### config.mk
export PLATFORM = sky130hd
export DESIGN_NAME = stec_decide
export DESIGN_NICKNAME = d
export VERILOG_FILES = /design/src/hdl/stec_pkg.sv /design/src/hdl/stec_decide.sv
export SDC_FILE = /design/constraint.sdc
export NUM_CORES = 1
export LEC_CHECK = 0
export ABC_AREA = 1
export BUFFER_PORTS_ARGS = -buffer_cell sky130_fd_sc_hd__buf_2
export CORE_AREA = 2 2 39 41
export DETAILED_ROUTE_END_ITERATION = 10
export DIE_AREA = 0 0 41 43
export RECOVER_POWER = 50
export SYNTH_ARGS = -nofsm -noshare
export SYNTH_HDL_FRONTEND = slang
export SYNTH_SLANG_ARGS = --single-unit
### constraint.sdc
create_clock -name vclk -period 0.8
set_clock_uncertainty 0.1 [all_clocks]
set_input_delay 0.04 -clock vclk [all_inputs]
set_output_delay 0.04 -clock vclk [all_outputs]
set_load 0.02 [all_outputs]
### src/hdl/stec_pkg.sv
// Shared types for the segment / triangle edge-crossing block.
// Holds the sign and equality flag bundle passed to the decision logic.
// No dependencies.
package stec_pkg;

    typedef logic [1:0] crossed_t;

    localparam crossed_t EDGE_NONE = 2'd0;

    // Per barycentric index: numerator equals D, is negative, is zero.
    typedef struct packed {
        logic       d_pos;
        logic [2:0] a_eq_d;
        logic [2:0] b_eq_d;
        logic [2:0] a_neg;
        logic [2:0] a_zero;
        logic [2:0] b_neg;
        logic [2:0] b_zero;
    } bary_flags_t;

endpackage

### src/hdl/stec_decide.sv
// Edge-crossing decision from barycentric sign and equality flags.
// Depends on stec_pkg for the flag bundle and result type.
module stec_decide
    import stec_pkg::*;
(
    input  bary_flags_t flags,
    output crossed_t    crossed_edge
);

    always_comb begin
        crossed_t   res;
        crossed_t   last;
        logic       found;
        logic [1:0] cnt;
        logic       hit;
        res   = EDGE_NONE;
        last  = EDGE_NONE;
        found = 1'b0;
        cnt   = 2'd0;
        hit   = 1'b0;
        // endpoint sitting on a vertex takes priority, lowest index first
        for (int i = 0; i < 3; i++) begin
            if (!found && flags.a_eq_d[i]) begin
                found = 1'b1;
                res   = flags.b_neg[i] ? crossed_t'(i + 1) : EDGE_NONE;
            end else if (!found && flags.b_eq_d[i]) begin
                found = 1'b1;
                res   = flags.a_neg[i] ? crossed_t'(i + 1) : EDGE_NONE;
            end
        end
        // otherwise count coordinates whose signs differ or touch zero
        for (int i = 0; i < 3; i++) begin
            hit = (!flags.a_neg[i] && (flags.b_neg[i] || flags.b_zero[i])) ||
                  ((flags.a_neg[i] || flags.a_zero[i]) && !flags.b_neg[i]);
            if (hit) begin
                last = crossed_t'(i + 1);
                cnt  = cnt + 2'd1;
            end
        end
        if (!found) begin
            res = (cnt > 2'd1) ? last : EDGE_NONE;
        end
        if (!flags.d_pos) begin
            res = EDGE_NONE;
        end
        crossed_edge = res;
    end

endmodule

# ---- After elaboration in Yosys (flattened, before gate mapping)
# Cells that the tools add are included.
dict set report totals {
  register_bits 0
  wordCells 56
}
dict set report op_classes {
  addsub 2
  magnitude_cmp 1
  n_mux 26
  reduce_logical 27
}
# op n
set op_table {}
lappend op_table {{$mux W2} 16}
lappend op_table {{$logic_and A1 B1 Y1} 10}
lappend op_table {{$mux W1} 10}
lappend op_table {{$logic_or A1 B1 Y1} 9}
lappend op_table {{$logic_not A1 Y1} 8}
lappend op_table {{$add A2 B1 Y2 const B} 2}
lappend op_table {{$gt A2 B1 Y1 const B} 1}

# ---- Longest topological paths before layout
# Gate-level depths: netlist of run 1.
dict set report depth {
  depth_word 12
  depth_mapped 8
  depth_no_buf 8
}

# ---- Worst setup path after synthesis of run 1
# OpenSTA, ideal clock, no wires.
dict set report synth_path {
  path_kind {input -> output}
  start {in flags[16] (netlist bit)}
  end {out crossed_edge[0]}
  arrival_time_ns 0.804
  slack_ns -0.144
  stages 5
  n_path_buf 0
  path_cell_list {nor2_2 nand2_2 nor3_4 inv_2 a21oi_1}
}
dict set report synth_between {
  elab_chain_len 8
}
# element line
set synth_rtl {}
lappend synth_rtl {{start: declaration} stec_decide.sv:6} ;# input bary_flags_t flags,
lappend synth_rtl {{$logic_and A1 B1 Y1 (*)} stec_decide.sv:23} ;# if (!found && flags.a_eq_d[i]) begin
lappend synth_rtl {{$mux W1} stec_decide.sv:23}
lappend synth_rtl {{$logic_not A1 Y1} {stec_decide.sv:23, stec_decide.sv:26}}
lappend synth_rtl {{$logic_and A1 B1 Y1} stec_decide.sv:26} ;# end else if (!found && flags.b_eq_d[i]) begin
lappend synth_rtl {{$mux W2 or $mux W1 (tied branches)} stec_decide.sv:26}
lappend synth_rtl {{$mux W2 or $mux W1 (tied branches)} stec_decide.sv:23}
lappend synth_rtl {{$mux W2 (*)} stec_decide.sv:40} ;# if (!found) begin
lappend synth_rtl {{$mux W2 (*)} stec_decide.sv:43} ;# if (!flags.d_pos) begin
lappend synth_rtl {{end: declaration} stec_decide.sv:7} ;# output crossed_t crossed_edge
# Mark *: on every way between the ends. The rest lies on a longest branch, timed or not.

# ---- Worst setup path after layout of run 1
dict set report layout_path {
  start {in flags[15] (netlist bit)}
  end {out crossed_edge[1]}
}
dict set report layout_between {
  elab_chain_len 11
}
# element line
set layout_rtl {}
lappend layout_rtl {{$mux W1 (*)} stec_decide.sv:23}
lappend layout_rtl {{$logic_not A1 Y1} {stec_decide.sv:23, stec_decide.sv:26}}
lappend layout_rtl {{$logic_and A1 B1 Y1} stec_decide.sv:26}
lappend layout_rtl {{$mux W1} stec_decide.sv:26}
lappend layout_rtl {{$mux W1} stec_decide.sv:23}
lappend layout_rtl {{$logic_not A1 Y1} {stec_decide.sv:23, stec_decide.sv:26}}
lappend layout_rtl {{$logic_and A1 B1 Y1} stec_decide.sv:26}
lappend layout_rtl {{$mux W2 or $mux W1 (tied branches)} stec_decide.sv:26}
lappend layout_rtl {{$mux W2 or $mux W1 (tied branches)} stec_decide.sv:23}
lappend layout_rtl {{$mux W2 (*)} stec_decide.sv:40}
lappend layout_rtl {{$mux W2 (*)} stec_decide.sv:43}
# Marks and branches as above.

==> run_results.csv, run 1 <==
group,metric,value,unit
cells_and_area,mostFrequentLayoutCell,"nand2_1",
power,internal_power,0.000104,W
power,p_leak,0.260,nW
power,seqPwrFrac,0,%
power,peakVddDrop,0.112,mV
sta,tightest_slew,0.185,ns
sta,setup_slack,-0.246,ns
clock_network,cts_hold_buf,0,
route,via_per_inst,4.05,
synthesis,mappedNetlistArea,248,um2
cells_and_area,antenna_cells,0,
cells_and_area,layout-drive-gt1-share,49.4,%
route,drt_wl_total,671,um
critical_path,crit_type,"in -> out",
sta,finalHoldViolCount,0,
cells_and_area,fin_util,33.6,%
power,fin_total_pwr,0.000206,W
floorplan,die_y,43,um
synthesis,syn_avg_cell_area,4.59,um2
route,firstDrtPassIters,4,
floorplan,die_w,41,um
floorplan,coreArea,0.00138,mm2
critical_path,critPathSlowestCell,"buf_6",
synthesis,yosysTopAreaCell,"nand2_1",
sta,post-route-period-util,131,%
power,comb_power_share,100.0,%
critical_path,critPathRequiredTime,0.66,ns
status,status,"finished with violations",
synthesis,synth_cell_type_count,12,
route,wl_per_cell,7.22,um
flow_run,maxCapViolations,0,
sta,whs,0.322,ns
critical_path,cpMostUsedCell,"nand2_1",
power,p_sw,0.000102,W
critical_path,crit_path_end_kind,"output pin",
global_route,first_global_vias,302,
critical_path,cp-start-kind,"input pin",
cells_and_area,register_area,0,um2
synthesis,synth_top_area_share,39.4,%
placement,dp_hpwl,610,um
status,violations,"negative setup slack",
global_route,grt-ovfl-total,0,
cells_and_area,area_growth,87.9,%
synthesis,syn_inst,54,
global_route,grt_max_degree,4,
sta,finalSetupViolCount,2,
sta,slew_violations,0,
min_path,hold_path_class,"in -> out",
critical_path,cp_data_arrival_time,0.91,ns
cells_and_area,n_fill_cell,151,
cells_and_area,design.seq.count,0,
sta,post-route-min-period,1.05,ns
critical_path,slowest_delay,0.13,ns
power,p_sw_share,49.5,%
route,num_vias,377,
floorplan,start_util,17.9,%
floorplan,num_rows,14,
route,ant_nets,0,
critical_path,critical_path.cell_chain,"buf_6 -> nor2_4 -> buf_4 -> nand3_1 -> nand2_1 -> nand2_1 -> nand2_1 -> nand2_2 -> a21oi_4 -> buf_6",
route,post-route-drc-count,0,
sta,rsz0062_at_grt,"true",
synthesis,ys_warn_count,0,
power,p_clk_share,0,%
placement,gp_congestion,0.695,
floorplan,dieArea,0.00176,mm2
sta,slew_headroom,87.6,%
cells_and_area,multiInputGateArea,254,um2
synthesis,syn-num-nets,73,
global_route,grt_pass1_wl,1030,um
global_route,grt_use_total,7.70,%
power,power_density,443,mW/mm2
cells_and_area,layout_common_cells,"21 x nand2_1, 15 x buf_2, 7 x nand2_2, 7 x inv_1, 6 x buf_6",
global_route,antenna_found_initial,0,
synthesis,synthTopCellsByArea,"nand2_1 39%, inv_1 11%, nand3_1 8.1%",
cells_and_area,clock_buffers,0,
synthesis,seq_area_frac_synth,0,%
placement,io_buffers,21,
floorplan,ios,21,
route,drt_iter0_markers,1,
sta,fmax,956,MHz
cells_and_area,finalNetCount,98,
critical_path,path_max_fanout,3,
power groups by stage:
stage	logic, W	registers [W]	clock network [W]
2_1_floorplan	0.0000940	0	0
3_3_place_gp	0.000176	0	0
3_5_place_dp	0.000179	0	0
4_1_cts	0.000207	0	0
5_1_grt	0.000229	0	0
6_report	0.000206	0	0
critical path: cells and delay by family:
family | cells | cell delay, ns
buf+inv | 3 | 0.34
compound gates | 1 | 0.12
simple gates | 6 | 0.41
cells by family (layout without fill, tap and decap cells):
| family | after synthesis | count (layout) | synth area share [%] |
|---|---|---|---|
| buffers and inverters | 9 | 32 | 13.6 |
| AO/OA/AOI/OAI | 5 | 5 | 10.1 |
| AND/OR/NAND/NOR | 40 | 40 | 76.3 |
area by class of cell:
type | instances | area share [%]
timing repair buffer | 23 | 33.9
tap | 16 | 4.30
multi-input combinational | 45 | 54.6
inverter | 9 | 7.26
routing by layer:
metal	wire length, um	global-route usage (%)	vias to the layer above
met1	277	9.21	154
met4	0	0	0
li1	-	-	211
met5	0	0	-
met3	62	0.524	0
met2	331	14.7	12
path summary, 6_finish.rpt:
kind	from	slack, ns	end	depth (start not counted)
max	flags[15]	-0.25	crossed_edge[1]	10
min	flags[18]	0.32	crossed_edge[0]	4
metrics by stage:
stage                     cells  setup WS (ns)  instance area, um2  TNS, ns
after floorplan              54       -0.00982                 278  -0.0164
after global placement       92         -0.273                 410   -0.538
after detailed placement     92         -0.280                 410   -0.558
after CTS                    93         -0.272                 463   -0.504
after global routing         93         -0.308                 465   -0.584
final                        93         -0.246                 465   -0.473
synth_stat cells:
| master | number |
|---|---|
| nor2_2 | 1 |
| nand3_2 | 1 |
| nor2_1 | 4 |
| nand2_2 | 2 |
| o21ai_0 | 3 |
| nand2_1 | 26 |
| nor2_4 | 1 |
| inv_1 | 7 |
| a21oi_1 | 2 |
| nor3_4 | 1 |
| inv_2 | 2 |
| nand3_1 | 4 |
what timing repair did:
item,4_1_cts,5_1_grt
buffers inserted,1,0
pin swaps,6,3
resized for setup,13,1
setup endpoints to repair,2,2
hold endpoints to repair,0,0
Power figures use the tool's default switching activity.
==> inputs of run 2 (changes only) <==
Settings changed: CORE_AREA 2 2 39 41 to 10 10 47 49, DIE_AREA 0 0 41 43 to 0 0 57 59, REMOVE_ABC_BUFFERS set to 1.
==> run_results.csv, run 2 (synthesis gave the netlist of run 1 again) <==
group,metric,value,unit
status,status,"finished with violations",
status,violations,"negative setup slack",
cells_and_area,final_area,429,um2
floorplan,die_y,59,um
route,via_per_inst,4.04,
floorplan,dieArea,0.00336,mm2
cells_and_area,layout_common_cells,"26 x nand2_1, 16 x buf_2, 7 x inv_1, 4 x nor2_1, 4 x buf_4",
power,peakVddDrop,0.159,mV
floorplan,num_rows,14,
power,p_leak,0.256,nW
cells_and_area,finalNetCount,98,
min_path,hold_path_class,"in -> out",
cells_and_area,area_growth,73.2,%
critical_path,crit_type,"in -> out",
route,firstDrtPassIters,3,
placement,dp_hpwl,754,um
sta,fmax,964,MHz
floorplan,ios,21,
min_path,min_path_cells,4,
floorplan,start_util,17.7,%
sta,rsz0062_at_grt,"true",
global_route,first_global_vias,339,
global_route,antenna_found_initial,0,
placement,place_area,388,um2
min_path,hold_start,"flags[18]",
cells_and_area,clock_buffers,0,
cells_and_area,antenna_cells,0,
route,drt_iter0_markers,4,
route,wl_per_cell,8.69,um
power,fin_total_pwr,0.000185,W
critical_path,crit_path_end_kind,"output pin",
min_path,hold_end,"crossed_edge[1]",
sta,tightest_slew,0.199,ns
sta,slew_headroom,86.7,%
route,drt_wl_total,808,um
critical_path,critical_path.cell_chain,"buf_8 -> nor2_4 -> nand2_2 -> inv_2 -> nand3_2 -> nand2_1 -> nand2_1 -> nand2_1 -> a21oi_2 -> buf_4",
sta,post-route-min-period,1.04,ns
cells_and_area,design.seq.count,0,
cells_and_area,fin_util,30.6,%
placement,io_buffers,21,
critical_path,critPathSlowestCell,"buf_4",
critical_path,cpMostUsedCell,"nand2_1",
global_route,grt_pass1_wl,1310,um
placement,gp_congestion,0.778,
global_route,grt_use_total,4.32,%
sta,whs,0.318,ns
route,post-route-drc-count,0,
critical_path,path_max_fanout,3,
floorplan,die_w,57,um
sta,finalSetupViolCount,2,
flow_run,maxCapViolations,0,
critical_path,cp-start-kind,"input pin",
critical_path,critPathBufInv,3,
cells_and_area,layout-drive-gt1-share,42.9,%
critical_path,cp_top_family,"simple AND/OR/NAND/NOR gates",
global_route,grt-ovfl-total,0,
sta,setup_slack,-0.237,ns
route,ant_nets,0,
route,num_vias,376,
sta,post-route-period-util,130,%
sta,slew_violations,0,
critical_path,slowest_delay,0.15,ns
critical_path,cp_data_arrival_time,0.90,ns
power,power_density,430,mW/mm2
sta,finalHoldViolCount,0,
global_route,grt_max_degree,4,
critical_path,critPathRequiredTime,0.66,ns
cells_and_area,register_area,0,um2
cells_and_area,mostFrequentLayoutCell,"nand2_1",
floorplan,coreArea,0.00140,mm2
run 2: cell types whose count changed in the layout (fill, tap and decap cells not counted), moves of 2 or more:
| cell | before | now |
|---|---|---|
| nand2_2 | 7 | 2 |
| nand2_1 | 21 | 26 |
| buf_6 | 6 | 2 |
| a21oi_4 | 2 | 0 |
| buf_4 | 2 | 4 |
run 2: layout make-up:
cell class / instances / area (um2)
repair buffers: 23 / 148
inverters: 9 / 33.8
well taps: 16 / 20.0
fillers: 154 / 972
multi-input cells: 45 / 228
run 2: routing by layer:
layer / up-vias / share of wire (%) / track usage [%]
met2: 10 / 52 / 8.84
met1: 156 / 38 / 4.38
li1: 210 / - / -
met4: 0 / 0 / 0
met5: - / 0 / 0
met3: 0 / 9.2 / 1.29
run 2: what timing repair did:
action,4_1_cts,5_1_grt
setup buffers,0,0
resized for setup,8,2
endpoints found under the setup margin,2,2
cloned,0,0
pin swaps,1,3
hold buffers,0,0
run 2: stage by stage:
stage | setup TNS, ns | worst slack [ns] | cells
2_1_floorplan | -0.287 | -0.144 | 54
3_3_place_gp | -0.501 | -0.253 | 93
3_5_place_dp | -0.513 | -0.262 | 93
4_1_cts | -0.442 | -0.226 | 93
5_1_grt | -0.644 | -0.326 | 93
6_report | -0.471 | -0.237 | 93
run 2: worst max-delay path by stage:
stage	cells after the start	slack, ns	to	from
4_1_cts	8	-0.23	crossed_edge[1]	flags[15]
6_report	10	-0.24	crossed_edge[0]	flags[15]
3_5_place_dp	7	-0.26	crossed_edge[0]	flags[16]
3_3_place_gp	9	-0.25	crossed_edge[1]	flags[16]
5_1_grt	8	-0.33	crossed_edge[1]	flags[15]
2_1_floorplan	5	-0.14	crossed_edge[0]	flags[16]
run 2: report_power, final:
part	switching (W)	leakage [nW]	internal, W
sequential	0	0	0
clock	0	0	0
combinational	0.0000928	0.256	0.0000918
==> inputs of run 3 (changes only) <==
Settings changed: ABC_AREA 1 to unset.
Clock period 0.8 ns to 1.3 ns, I/O delays scaled along.
==> run_results.csv, run 3 <==
group,metric,value,unit
status,status,"finished with violations",
floorplan,ios,21,
route,drt_iter0_markers,4,
route,ant_nets,0,
flow_run,maxCapViolations,0,
cells_and_area,finalNetCount,73,
placement,gp_congestion,0.653,
cells_and_area,antenna_cells,0,
route,num_vias,310,
min_path,hold_start,"flags[18]",
critical_path,path_max_fanout,2,
synthesis,synthTopCellsByArea,"a21oi_1 11%, nor4_1 11%, a21o_2 9.9%",
power,p_leak,0.192,nW
global_route,grt-ovfl-total,0,
synthesis,syn_avg_cell_area,7.11,um2
route,post-route-drc-count,0,
placement,dpl_worst_slack,-0.394,ns
min_path,min_path_cells,3,
sta,rsz0062_at_grt,"true",
route,drt_wl_total,853,um
floorplan,num_rows,14,
synthesis,synth_top_area_share,11.3,%
placement,dp_hpwl,744,um
floorplan,die_w,57,um
sta,finalSetupViolCount,2,
global_route,grt_pass1_wl,1330,um
synthesis,synth_cell_type_count,17,
placement,place_area,340,um2
cells_and_area,fin_util,27.8,%
global_route,first_global_vias,318,
synthesis,synth_most_common_cell,"a21oi_1",
critical_path,cp_data_arrival_time,1.48,ns
sta,post-route-period-util,126,%
critical_path,startpoint,"flags[13]",
sta,finalHoldViolCount,0,
sta,fmax,610,MHz
cells_and_area,area_growth,119,%
synthesis,mappedNetlistArea,178,um2
cells_and_area,final_area,389,um2
critical_path,crit_type,"in -> out",
global_route,grt_use_total,4.45,%
route,wl_per_cell,12.5,um
power,peakVddDrop,0.113,mV
route,via_per_inst,4.56,
sta,post-route-min-period,1.64,ns
sta,tightest_slew,0.229,ns
synthesis,yosys-top-cells-count,"4 x a21oi_1, 3 x nor4_1, 2 x a21o_2, 2 x nor2b_1, 2 x nor3_1",
min_path,hold_path_class,"in -> out",
cells_and_area,layout_common_cells,"17 x buf_2, 6 x buf_4, 4 x a21oi_1, 4 x buf_6, 3 x nor4_1",
cells_and_area,mostFrequentLayoutCell,"buf_2",
global_route,grt_max_degree,7,
power,power_density,264,mW/mm2
sta,setup_slack,-0.340,ns
sta,slew_violations,0,
global_route,antenna_found_initial,0,
floorplan,die_y,59,um
route,firstDrtPassIters,2,
clock_network,cts_hold_buf,0,
floorplan,start_util,12.7,%
critical_path,crit_path_end_kind,"output pin",
synthesis,ys_warn_count,0,
cells_and_area,layout-drive-gt1-share,65.4,%
cells_and_area,design.seq.count,0,
critical_path,critPathRequiredTime,1.13,ns
placement,io_buffers,21,
status,violations,"negative setup slack",
floorplan,coreArea,0.00140,mm2
synthesis,syn_inst,25,
sta,slew_headroom,84.6,%
floorplan,dieArea,0.00336,mm2
synthesis,yosysTopAreaCell,"a21oi_1",
min_path,hold_end,"crossed_edge[0]",
critical_path,cp-start-kind,"input pin",
cells_and_area,clock_buffers,0,
synthesis,seq_area_frac_synth,0,%
cells_and_area,register_area,0,um2
run 3: cell types whose count changed after synthesis, sizes merged, moves of 2 or more:
cell and change:
nor4 +3, a21oi +2, o21ai -2, nand3 -4, a21o +3, nor2 -6, and3b +2, nor2b +2
inv -9, nand2 -28
run 3: how the worst max path moves through the flow:
stage	to	cells after the start	slack, ns
floorplan	crossed_edge[0]	4	-0.21
global placement	crossed_edge[0]	6	-0.38
detailed placement	crossed_edge[0]	6	-0.39
CTS	crossed_edge[0]	6	-0.34
global route	crossed_edge[0]	6	-0.38
finish	crossed_edge[0]	6	-0.34
run 3: cell type report:
type	count	area, um2
timing repair buffer	27	175
tap	16	20.0
multi-input combinational	25	194
fill	168	1010
run 3: per-layer routing:
layer / up-vias / part of all wire (%) / track usage (%) / wire length, um
met5: - / 0 / 0 / 0
met4: 0 / 0 / 0 / 0
met3: 0 / 11 / 1.72 / 92
met2: 16 / 43 / 7.29 / 366
met1: 134 / 46 / 5.69 / 393
li1: 160 / - / - / -
run 3: worst max-delay path, cell delays in order:
cell      delay, ns
buf_6          0.09
or4_4          0.53
or3_4          0.38
a211oi_2       0.15
o21a_1         0.15
buf_6          0.12
run 3: logic make-up after synthesis:
logic type / count (synthesis) / synth area share, %
and+or+nand+nor: 13 / 50.7
AOI/OAI and AO/OA: 11 / 43.7
adders and majority gates: 1 / 5.63
run 3: stage by stage:
step | setup TNS [ns] | total power [W] | instances | hold WS [ns]
after global routing | -0.569 | 0.000113 | 68 | 0.389
after detailed placement | -0.482 | 0.0000902 | 67 | 0.376
final | -0.481 | 0.000103 | 68 | 0.364
after CTS | -0.475 | 0.000101 | 68 | 0.364
after floorplan | -0.209 | 0.0000336 | 25 | 0.166
after global placement | -0.447 | 0.0000881 | 67 | 0.377
run 3: power breakdown:
part | internal [W] | leakage [nW] | switching [W]
sequential | 0 | 0 | 0
combinational | 0.0000586 | 0.192 | 0.0000441
clock | 0 | 0 | 0
total | 0.0000586 | 0.192 | 0.0000441
run 3: timing repair:
action,in CTS,in global routing
setup endpoints to repair,2,2
buffers inserted,1,0
hold endpoints to repair,0,0
gates resized for setup,7,2
pin swaps,5,0
